`config.mk`:
```
export PLATFORM = sky130hd
export DESIGN_NAME = tmtw_ctrl
export DESIGN_NICKNAME = d
export VERILOG_FILES = /design/src/rtl/tmtw_pkg.sv /design/src/rtl/tmtw_ctrl.sv
export SDC_FILE = /design/constraint.sdc
export NUM_CORES = 1
export LEC_CHECK = 0
export ABC_AREA = 1
export BUFFER_PORTS_ARGS = -buffer_cell sky130_fd_sc_hd__clkbuf_2
export CAP_MARGIN = 5
export CORE_AREA = 5 5 42 44
export CTS_CLUSTER_DIAMETER = 40
export DETAILED_ROUTE_END_ITERATION = 10
export DIE_AREA = 0 0 47 49
export HOLD_SLACK_MARGIN = 0.12
export PLACE_DENSITY = 0.85
export SLEW_MARGIN = 20
export SYNTH_ARGS = -nofsm -noshare
export SYNTH_HDL_FRONTEND = slang
export SYNTH_SLANG_ARGS = --single-unit
```
`constraint.sdc`:
```
create_clock -name clk -period 3 [get_ports clk]
set_input_delay 0.6 -clock clk [delete_from_list [all_inputs] [get_ports clk]]
set_output_delay 0.6 -clock clk [all_outputs]
set_load 0.1 [all_outputs]
```
`src/rtl/tmtw_pkg.sv`:
```
package tmtw_pkg;

  localparam int DEF_COLUMNS = 80;
  localparam int DEF_ROWS    = 25;

  localparam logic [7:0] NEWLINE_BYTE    = 8'h0A;
  localparam logic [7:0] SPACE_BYTE      = 8'h20;
  localparam logic [7:0] RESET_ATTRIBUTE = 8'h07;

  typedef enum logic [1:0] {
    OP_WRITE     = 2'd0,
    OP_BACKSPACE = 2'd1,
    OP_CLEAR     = 2'd2,
    OP_READ      = 2'd3
  } opcode_t;

  typedef struct packed {
    opcode_t     opcode;
    logic [7:0]  character;
    logic [10:0] cell_index;
  } in_word_t;

  typedef struct packed {
    logic [4:0]  cursor_row;
    logic [6:0]  cursor_column;
    logic [10:0] cursor_position;
    logic [15:0] cell_value;
  } out_word_t;

  // Commands from the controller to the datapath.
  typedef struct packed {
    logic latch_in;
    logic exec;
    logic take_value;
    logic load_out;
    logic start_clear;
    logic start_scroll;
    logic start_last;
    logic blank_step;
    logic scroll_step;
    logic fill_reset;
  } cmd_t;

  // Status from the datapath to the controller.
  typedef struct packed {
    opcode_t opcode;
    logic    idx_ok;
    logic    need_scroll;
    logic    sweep_last;
    logic    copy_end;
  } sts_t;

endpackage

```
`src/rtl/tmtw_ctrl.sv`:
```
module tmtw_ctrl (
  input  logic           clk,
  input  logic           rst_n,
  input  logic           in_valid,
  output logic           in_ready,
  output logic           out_valid,
  input  logic           out_ready,
  input  tmtw_pkg::sts_t sts,
  output tmtw_pkg::cmd_t cmd
);

  typedef enum logic [6:0] {
    S_INIT   = 7'b0000001,
    S_IDLE   = 7'b0000010,
    S_EXEC   = 7'b0000100,
    S_READ   = 7'b0001000,
    S_SCROLL = 7'b0010000,
    S_BLANK  = 7'b0100000,
    S_DONE   = 7'b1000000
  } state_t;

  state_t state_r, state_nxt;
  logic   out_valid_r, out_valid_nxt;
  logic   out_free;

  assign in_ready  = (state_r == S_IDLE);
  assign out_valid = out_valid_r;
  assign out_free  = !out_valid_r || out_ready;

  always_comb begin
    state_nxt = state_r;
    cmd       = '0;
    case (state_r)
      S_INIT: begin
        cmd.blank_step = 1'b1;
        cmd.fill_reset = 1'b1;
        if (sts.sweep_last) begin
          state_nxt = S_IDLE;
        end
      end
      S_IDLE: begin
        if (in_valid) begin
          cmd.latch_in = 1'b1;
          state_nxt    = S_EXEC;
        end
      end
      S_EXEC: begin
        cmd.exec = 1'b1;
        case (sts.opcode)
          tmtw_pkg::OP_CLEAR: begin
            cmd.start_clear = 1'b1;
            state_nxt       = S_BLANK;
          end
          tmtw_pkg::OP_READ: begin
            state_nxt = sts.idx_ok ? S_READ : S_DONE;
          end
          tmtw_pkg::OP_WRITE: begin
            if (sts.need_scroll) begin
              cmd.start_scroll = 1'b1;
              state_nxt        = S_SCROLL;
            end else begin
              state_nxt = S_DONE;
            end
          end
          default: state_nxt = S_DONE;
        endcase
      end
      S_READ: begin
        cmd.take_value = 1'b1;
        state_nxt      = S_DONE;
      end
      S_SCROLL: begin
        cmd.scroll_step = 1'b1;
        if (sts.copy_end) begin
          cmd.start_last = 1'b1;
          state_nxt      = S_BLANK;
        end
      end
      S_BLANK: begin
        cmd.blank_step = 1'b1;
        if (sts.sweep_last) begin
          state_nxt = S_DONE;
        end
      end
      S_DONE: begin
        if (out_free) begin
          cmd.load_out = 1'b1;
          state_nxt    = S_IDLE;
        end
      end
      default: state_nxt = S_INIT;
    endcase
  end

  always_comb begin
    out_valid_nxt = out_valid_r;
    if (cmd.load_out) begin
      out_valid_nxt = 1'b1;
    end else if (out_ready) begin
      out_valid_nxt = 1'b0;
    end
  end

  always_ff @(posedge clk) begin
    if (!rst_n) begin
      state_r     <= S_INIT;
      out_valid_r <= 1'b0;
    end else begin
      state_r     <= state_nxt;
      out_valid_r <= out_valid_nxt;
    end
  end

endmodule

```
==> results of run 1 <==
## cell usage in the layout, fill, tap and decap left out
cell type and instances:
a21oi_1 1, clkbuf_2 21, clkbuf_4 3, dfxtp_1 8, inv_1 23, inv_2 3, nand2_1 21, nand2_2 7
nand3_1 9, nand3_2 2, nand4_1 2, nor2_1 20, nor2_2 1, nor2_4 2, nor3_1 3, o21ai_0 1
o21ai_1 2
## worst max path at each step
stage / from / to / slack (ns) / cells after the start
final: state_r[4]$_SDFFE_PN0P_ / cmd[4] / 0.68 / 8
after global routing: state_r[5]$_SDFFE_PN0P_ / cmd[4] / 0.54 / 8
after CTS: state_r[4]$_SDFFE_PN0P_ / cmd[4] / 0.66 / 8
after detailed placement: sts[4] / cmd[4] / 0.94 / 5
after global placement: state_r[4]$_SDFFE_PN0P_ / cmd[4] / 1.00 / 8
after floorplan: sts[4] / cmd[5] / 0.39 / 3
## power breakdown
part	internal, mW	switching [mW]	leakage (nW)
Clock	0.0461	0.0409	0.0138
Sequential	0.130	0.0168	0.0652
Combinational	0.112	0.425	0.400
Total	0.288	0.483	0.479
## layout make-up
type	count	area, um^2	area share [%]
multi-input combinational	71	339	45.5
sequential	8	160	21.5
timing repair buffer	21	105	14.1
inverter	26	97.6	13.1
clock buffer	3	22.5	3.03
tap	16	20.0	2.69
## metrics by stage
step	utilization, %	instances	instance area, um^2	worst slack, ns	hold WS, ns
2_1_floorplan	-	106	604	0.392	0.520
3_3_place_gp	51.5	142	722	1.00	0.538
3_5_place_dp	51.5	142	722	0.940	0.544
4_1_cts	53.1	145	744	0.655	0.558
5_1_grt	53.1	145	744	0.541	0.590
6_report	53.1	145	744	0.677	0.565
## routing by layer
metal | share of wire, % | GRT usage, % | up-vias | routed length (um)
li1 | - | - | 365 | -
met1 | 41 | 17.5 | 285 | 572
met2 | 45 | 21.5 | 33 | 629
met3 | 9.3 | 3.69 | 5 | 129
met4 | 3.8 | 9.68 | 0 | 52
met5 | 0 | 0 | - | 0
## cells in the mapped netlist (all sizes together)
cell,instances
a21oi,1
buf,1
dfxtp,8
inv,26
nand2,28
nand3,11
nand4,2
nor2,23
nor3,3
o21ai,3
## sequential cells by signal, summed over array words and instances, names as in the netlist
signal	count
state_r	7
out_valid	1
## kinds of logic (layout without fill, tap and decap cells)
family | count (synthesis) | count (layout)
AND/OR/NAND/NOR | 67 | 67
buffers and inverters | 27 | 50
AO/OA/AOI/OAI | 4 | 4
flip-flops | 8 | 8
==> metrics.md, run 1 <==
| Metric | Value |
|---|---|
| Synth Area in XOR/XNOR | 0% |
| Total Wirelength | 1.38 mm |
| Setup CP Type | flip-flop to output port |
| Cells after Synth | 106 |
| Post-synthesis sequential element count | 8 |
| Worst slew pin tran | 0.544 ns |
| H-tree depth | 1 |
| All-Layer GR Usage | 14.5% |
| Mapped cell area | 604 um^2 |
| Cell variety after synth | 16 |
| Min-delay worst type | primary input to flip-flop |
| Antenna-violating nets left | 0 |
| Compound-Gate Fraction of Synth Area | 3.31% |
| Port Buf Inserts | 21 |
| Hold path cells | 2 |
| Top cell family by delay on the critical path | buffers and inverters |
| Cts bufs inserted | 3 |
| Final Net Count | 141 |
| Reg2reg setup slack | 1.72 ns |
| Crit-path max FO | 6 |
| DRT iter0 DRCs | 19 |
| Area growth, synth to finish | 23.2% |
| Cts hold-fix bufs | 0 |
| Crit-path cells | inv_1 -> nand2_2 -> nor2_4 -> nand2_2 -> inv_2 -> nand4_1 -> inv_1 -> clkbuf_2 |
| Hold Path End | state_r[0]$_SDFFE_PN1P_ |
| Post-CTS sizing | 0 |
| Synth top area cells | dfxtp_1 27%, inv_1 14%, nand2_1 13% |
| Max Cap Viol | 0 |
| Clk_skew | 0.00243 ns |
| Worst r2r src | state_r[3]$_SDFFE_PN0P_ |
| Remaining DRCs | 0 |
| Pwr Density | 1040 nW/um^2 |
| Full die area | 2300 um^2 |
| Main combinational cell family by area after synthesis | simple AND/OR/NAND/NOR gates |
| Peak supply drop | 0.452 mV |
| Die Span X | 47 um |
| Final Cycle Share | 77.4% |
| CP endpoint kind | output port |
| Final setup fails | 0 |
| Adder-Cell Fraction of Synth Area | 0% |
| Startpoint types | flip-flop |
| Clock-pin transition on the worst setup and hold timing paths | 0.06 ns |
| Total power | 771 uW |
| Core ar. | 1400 um^2 |
| Seq/Total Area, Yosys | 26.5% |
| # diodes | 0 |
| Status | finished, final reports clean |
| Pre-antenna DRT Iters | 4 |
| CP required | 2.40 ns |
| Worst endpoint data arrival time | 1.72 ns |
| Net Count, Synth | 116 |
| Worst-Skew Late Latency | 0.26 ns |
| Leakage | 0.479 nW |
| Slew headroom | 63.9% |
| Total gr overflow | 0 |
| Hold Violations, Final | 0 |
| Mux share of post-synthesis cell area | 0% |
| Post-DR vias/cell | 4.74 |
| Yosys warns | 0 |
| Worst Reg-to-Reg Cells | 8 |
| CP max stage cell | clkbuf_2 |
| Fin crit period | 2.32 ns |
| TNS Setup | 0 ns |
| Final Slew Violations | 0 |
| Top Ports | 22 |
| Area leader, netlist | dfxtp_1 |
| Initial core utilization | 43.1% |
| Post-detail-place hpwl | 1.17 mm |
| Rows | 14 |
| Biggest cell delay along the critical path | 0.45 ns |
| Clock sinks | 8 |
| Routed wire per std cell | 9.54 um |
| Number of buffers and inverters on the critical path | 4 |
| Worst reg2reg endpoint | state_r[5]$_SDFFE_PN0P_ |
| Share of cells above drive strength 1 | 30.2% |
| Vias | 688 |
| CTS root buf | clkbuf_4 |
| Area share of the largest cell type after synthesis | 26.5% |
| Syn Area/Cell | 5.70 um^2 |
| Clock Path Buffers | 2 |
| Largest net degree at the start of global routing | 7 |
| Placer Congestion | 0.837 |
| Min-Delay Startpoint | rst_n |
| CTS tree | done |
| RSZ-0062 raised after global routing | false |
| Initial antenna violation count | 0 |
| First-pass GRT wire length | 2.46 mm |
| Setup Fix Bufs, Post-CTS | 0 |
| Fmax | 0.430 GHz |
| Vias in the first global route | 652 |
| Synth Area in Simple Gates | 52.8% |
| Die Ht | 49 um |
| # fillers | 156 |
Note: power is estimated with default switching activity, not from simulation.
==> run 2, diff against run 1 <==
CORE_AREA = default   (was 5 5 42 44)
CORE_MARGIN = 5   (was default)
CORE_UTILIZATION = 42   (was default)
DIE_AREA = default   (was 0 0 47 49)
PLACE_DENSITY = 0.83   (was 0.85)
clock period = 2.1 ns   (was 3 ns; I/O delays follow)
==> run 2 against run 1 <==
Against the previous run:
- clock-buffer cell count unchanged
- clock power rose by 33%
- sequential power up 43%
- setup slack got worse by 0.57 ns
- sequential cell count is the same
- non-clock buffer count rose by 1
- sequential share of layout area fell by 1.2 points
- wire length is 2.7% higher
- via count up 0.29%
- first-iteration DRC count rose by 32%
- clock skew increased by 0.0030 ns
- critical endpoint is now cmd[1]
- largest power group unchanged
==> metrics.md, run 2 (same netlist as run 1, synthesis figures left out) <==
| Metric | Value |
|---|---|
| CP required | 1.68 ns (-0.72 ns) |
| Final Slew Violations | 0 (unchanged) |
| Hold path cells | 2 (unchanged) |
| Clk_skew | 0.00547 ns (+0.00305 ns) |
| Largest register by flop count | state_r |
| Min-Delay Startpoint | rst_n |
| Pre-antenna DRT Iters | 4 (unchanged) |
| Post-DR vias/cell | 4.76 (+0.29%) |
| Final Net Count | 142 (+0.71%) |
| Peak supply drop | 0.914 mV (+100%) |
| Total gr overflow | 0 (unchanged) |
| Top Ports | 22 (unchanged) |
| Die Span X | 47.9 um (+2.0%) |
| All-Layer GR Usage | 15.4% (+0.95 points) |
| Post-CTS sizing | 0 (unchanged) |
| Worst r2r src | state_r[4]$_SDFFE_PN0P_ |
| Port Buf Inserts | 21 (unchanged) |
| Worst Reg-to-Reg Cells | 8 (unchanged) |
| Largest net degree at the start of global routing | 7 (unchanged) |
| CP endpoint kind | output port |
| Slew headroom | 64.0% (+0.13 points) |
| Worst-Skew Late Latency | 0.25 ns (about the same) |
| Fmax | 0.501 GHz |
| Hold Path End | state_r[0]$_SDFFE_PN1P_ |
| Routed wire per std cell | 9.80 um (+2.7%) |
| First-pass GRT wire length | 2.45 mm (-0.57%) |
| Vias | 690 (+0.29%) |
| Pre-CTS setup slack | 0.388 ns (-0.551 ns) |
| Most frequent cells in the layout | 22 x inv_1, 21 x nand2_1, 17 x nor2_1, 17 x clkbuf_2, 9 x nand3_1 |
| Status | finished, final reports clean |
| Vias in the first global route | 642 (-1.5%) |
| Clock-pin transition on the worst setup and hold timing paths | 0.05 ns (about the same) |
| Max FFs per register | 7 (unchanged) |
| Hold Violations, Final | 0 (unchanged) |
| Final worst setup slack | 0.105 ns (-0.572 ns) |
| Clock sinks | 8 (unchanged) |
| TNS Setup | 0 ns (unchanged) |
| Worst slew pin tran | 0.542 ns (-0.00197 ns) |
| Worst endpoint data arrival time | 1.58 ns (-0.14 ns) |
| Antenna-violating nets left | 0 (unchanged) |
| Placer Congestion | 0.895 (+7.0%) |
| RSZ-0062 raised after global routing | false |
| Reg area | 160 um^2 (unchanged) |
| Multi-input logic area | 347 um^2 (+2.2%) |
| # fillers | 132 (-15%) |
| Rows | 13 (-1) |
| Clock Path Buffers | 2 (unchanged) |
| # diodes | 0 (unchanged) |
| Final setup fails | 0 (unchanged) |
| Full die area | 2300 um^2 (-0.25%) |
| Initial core utilization | 45.3% (+2.2 points) |
| Post-detail-place hpwl | 1.23 mm (+5.2%) |
| Leakage | 0.478 nW (-0.32%) |
| Crit-path max FO | 3 (-3) |
| Most common cell after layout, fill and taps aside | inv_1 |
| Startpoint types | flip-flop |
| Pwr Density | 1400 nW/um^2 (+35%) |
| Worst reg2reg endpoint | state_r[4]$_SDFFE_PN0P_ |
| Share of cells above drive strength 1 | 33.8% (+3.6 points) |
| H-tree depth | 1 (unchanged) |
| Min-delay worst type | primary input to flip-flop |
| Cts bufs inserted | 3 (unchanged) |
| Core ar. | 1330 um^2 (-4.8%) |
| Die Ht | 47.9 um (-2.2%) |
| Reg2reg setup slack | 0.74 ns (-0.98 ns) |
| Final Cycle Share | 95.0% |
| CTS root buf | clkbuf_4 |
| Total Wirelength | 1.42 mm (+2.7%) |
| Initial antenna violation count | 0 (unchanged) |
| Max Cap Viol | 0 (unchanged) |
| Fin crit period | 2.00 ns |
| CTS tree | done |
| Setup CP Type | flip-flop to output port |
| Remaining DRCs | 0 (unchanged) |
| Area growth, synth to finish | 30.2% |
| DRT iter0 DRCs | 25 (+6) |
[run 2: power breakdown]
group          switching (mW)  leakage, nW  internal [mW]  total [mW]
sequential             0.0234       0.0652          0.186       0.210
combinational           0.609        0.399          0.165       0.774
clock                  0.0510       0.0138         0.0653       0.116
total                   0.683        0.478          0.417        1.10
[run 2: what timing repair did]
item,in CTS,in global routing
setup endpoints to repair,0,1
buffers inserted,0,1
hold buffers,0,0
[run 2: how the worst max path moves through the flow]
| stage | depth (start not counted) | from | slack [ns] | to |
|---|---|---|---|---|
| after floorplan | 5 | state_r[3]$_SDFFE_PN0P_ | 0.13 | cmd[9] |
| after global placement | 8 | state_r[5]$_SDFFE_PN0P_ | 0.40 | cmd[4] |
| after detailed placement | 8 | state_r[4]$_SDFFE_PN0P_ | 0.39 | cmd[4] |
| after CTS | 6 | state_r[5]$_SDFFE_PN0P_ | 0.11 | cmd[3] |
| after global routing | 6 | state_r[3]$_SDFFE_PN0P_ | 0.01 | cmd[2] |
| final | 6 | state_r[5]$_SDFFE_PN0P_ | 0.10 | cmd[1] |
[run 2: worst max-delay path, cell delays in order (launching register included)]
cell,delay [ns]
dfxtp_1,0.31
inv_2,0.07
nand2_1,0.05
nor2_1,0.23
nand2_2,0.12
inv_1,0.08
clkbuf_2,0.45
[run 2: routing by layer]
| metal | track usage, % | vias to the layer above | wire length, um |
|---|---|---|---|
| li1 | - | 365 | - |
| met1 | 19.2 | 295 | 651 |
| met2 | 24.8 | 25 | 611 |
| met3 | 1.88 | 5 | 119 |
| met4 | 9.68 | 0 | 39 |
| met5 | 0 | - | 0 |
[run 2: final cells by class]
type,count,area share (%)
Multi-Input combinational cell,71,44.0
Timing Repair Buffer,22,17.2
Inverter,26,13.2
Clock buffer,3,2.86
Sequential cell,8,20.3
Tap cell,15,2.38
[run 2: per-stage QoR]
| step | total power [mW] | instance area [um^2] | util [%] | std cells | hold slack (ns) |
|---|---|---|---|---|---|
| 5_1_grt | 1.18 | 787 | 59.0 | 145 | 0.436 |
| 6_report | 1.10 | 787 | 59.0 | 145 | 0.408 |
| 3_3_place_gp | 0.971 | 757 | 56.8 | 141 | 0.542 |
| 2_1_floorplan | 0.872 | 618 | - | 106 | 0.505 |
| 3_5_place_dp | 0.985 | 757 | 56.8 | 141 | 0.542 |
| 4_1_cts | 1.10 | 779 | 58.4 | 144 | 0.408 |
==> run 3, diff against run 2 <==
BUFFER_PORTS_ARGS = default   (was -buffer_cell sky130_fd_sc_hd__clkbuf_2)
CORE_AREA = 5 5 42 44   (was default)
CORE_MARGIN = default   (was 5)
CORE_UTILIZATION = default   (was 42)
DIE_AREA = 0 0 47 49   (was default)
DONT_BUFFER_PORTS = 1   (was default)
PLACE_DENSITY = 0.73   (was 0.83)
==> run 3 against run 2 <==
Against the previous run:
- sequential share of layout area grew 0.77 points
- cell area shrank 3.7%
- global-route usage shrank 2.1 points
- setup slack gained 0.058 ns
==> metrics.md, run 3 (same netlist as run 1, synthesis figures left out) <==
| Metric | Value |
|---|---|
| Status | finished, final reports clean |
| Fmax | 0.516 GHz (+3.0%) |
| First-pass GRT wire length | 2.32 mm (-5.3%) |
| Initial antenna violation count | 0 (unchanged) |
| Placer Congestion | 0.891 (-0.42%) |
| Cts hold-fix bufs | 0 (unchanged) |
| Total gr overflow | 0 (unchanged) |
| Multi-input logic area | 349 um^2 (+0.72%) |
| Final non-filler cell total | 136 (-6.2%) |
| Startpoint types | flip-flop |
| Final setup fails | 0 (unchanged) |
| # fillers | 157 (+19%) |
| TNS Setup | 0 ns (unchanged) |
| Largest register by flop count | state_r |
| Biggest cell delay along the critical path | 0.31 ns (-0.14 ns) |
| Max Cap Viol | 0 (unchanged) |
| Vias | 646 (-6.4%) |
| Worst endpoint data arrival time | 1.52 ns (-0.06 ns) |
| CP required | 1.68 ns (about the same) |
| Reg area | 160 um^2 (unchanged) |
| Worst slew pin tran | 0.299 ns (-0.243 ns) |
| CP endpoint kind | output port |
| Min-delay worst type | primary input to flip-flop |
| Full die area | 2300 um^2 (+0.25%) |
| Placed cell count | 133 (-5.7%) |
| Post-DR vias/cell | 4.75 (-0.18%) |
| Fin crit period | 1.94 ns (-0.0576 ns) |
| Largest net degree at the start of global routing | 7 (unchanged) |
| Remaining DRCs | 0 (unchanged) |
| Antenna-violating nets left | 0 (unchanged) |
| Worst r2r src | state_r[4]$_SDFFE_PN0P_ |
| Vias in the first global route | 602 (-6.2%) |
| CP Launch Point | state_r[4]$_SDFFE_PN0P_ |
| Area growth, synth to finish | 25.5% |
| Final Net Count | 132 (-7.0%) |
| Setup Fix Bufs, Post-CTS | 0 (unchanged) |
| Min-Delay Startpoint | rst_n |
| Initial core utilization | 43.1% (-2.2 points) |
| RSZ-0062 raised after global routing | false |
| Cts bufs inserted | 3 (unchanged) |
| Routed wire per std cell | 10.1 um (+3.4%) |
| Pre-antenna DRT Iters | 4 (unchanged) |
| Clk_skew | 0.00111 ns (-0.00437 ns) |
| Hold Violations, Final | 0 (unchanged) |
| Max FFs per register | 7 (unchanged) |
| Core ar. | 1400 um^2 (+5.1%) |
| CTS tree | done |
| Post-detail-place hpwl | 1.15 mm (-6.3%) |
| Total Wirelength | 1.38 mm (-3.0%) |
| Leakage | 0.442 nW (-7.5%) |
| Final Slew Violations | 0 (unchanged) |
| Pwr Density | 1470 nW/um^2 (+5.0%) |
| Worst-Skew Late Latency | 0.25 ns (about the same) |
| Final core occ | 54.1% (-4.9 points) |
| Final Cycle Share | 92.3% (-2.7 points) |
| DRT iter0 DRCs | 12 (-52%) |
| Peak supply drop | 0.605 mV (-34%) |
| Setup CP Type | flip-flop to output port |
| CP max stage cell | dfxtp_1 |
| Rows | 14 (+1) |
| H-tree depth | 1 (unchanged) |
| Crit-path cells | inv_1 -> nand2_2 -> nor2_4 -> nand2_2 -> inv_4 -> nand4_1 -> clkinvlp_4 -> buf_12 |
| Clock-pin transition on the worst setup and hold timing paths | 0.05 ns (about the same) |
| Die Span X | 47 um (-1.9%) |
| Clock sinks | 8 (unchanged) |
| Most frequent cells in the layout | 22 x inv_1, 21 x nand2_1, 16 x nor2_1 |
| Share of cells above drive strength 1 | 29.2% (-4.7 points) |
| All-Layer GR Usage | 13.3% (-2.1 points) |
| Die Ht | 49 um (+2.2%) |
| Slew headroom | 80.1% (+16 points) |
| Top Ports | 22 (unchanged) |
| CTS root buf | clkbuf_4 |
| Crit-path max FO | 6 (+3) |
| Port Buf Inserts | 0 (-100%) |
| Most common cell after layout, fill and taps aside | inv_1 |
| Crit path top cell by count | nand2_2 |
| Post-CTS sizing | 0 (unchanged) |
| # diodes | 0 (unchanged) |
| Clock Path Buffers | 2 (unchanged) |
==> run 3: worst max-delay path, delay by kind of cell (launching register included) <==
family                 cells  cell delay [ns]
flip-flops                 1             0.31
AND/OR/NAND/NOR            4             0.51
buffers and inverters      4             0.45
==> run 3: power by group <==
group | switching (mW) | internal [mW]
Clock | 0.0531 | 0.0654
Combinational | 0.599 | 0.184
Sequential | 0.0238 | 0.186
Total | 0.676 | 0.436
==> run 3: per-layer routing <==
metal | up-vias | wire (um) | track usage, % | share of wire, %
li1 | 345 | - | - | -
met1 | 266 | 611 | 16.7 | 44
met2 | 30 | 583 | 19.0 | 42
met3 | 5 | 146 | 5.17 | 11
met4 | 0 | 36 | 6.91 | 2.6
met5 | - | 0 | 0 | 0
==> run 3: path summary, 6_finish.rpt <==
| path | slack [ns] | to | cells after the start |
|---|---|---|---|
| max reg2reg | 0.59 | state_r[0]$_SDFFE_PN1P_ | 9 |
| max | 0.16 | cmd[4] | 8 |
| min reg2reg | 0.55 | state_r[5]$_SDFFE_PN0P_ | 4 |
| min | 0.26 | state_r[0]$_SDFFE_PN1P_ | 1 |
==> run 3: per-stage QoR <==
| stage | power (mW) | hold slack, ns | instance area, um^2 | setup WS (ns) |
|---|---|---|---|---|
| finish | 1.11 | 0.259 | 758 | 0.162 |
| global route | 1.19 | 0.250 | 758 | 0.0205 |
| CTS | 1.12 | 0.256 | 758 | 0.143 |
| detailed placement | 0.996 | 0.520 | 736 | 0.429 |
| global placement | 0.991 | 0.519 | 736 | 0.456 |
| floorplan | 0.872 | 0.505 | 618 | 0.128 |
==> run 3: cell type report <==
class	instances	area share, %
timing repair buffer	12	13.5
tap	16	2.64
clock buffer	3	2.97
sequential	8	21.1
inverter	26	13.7
multi-input combinational	71	46.0
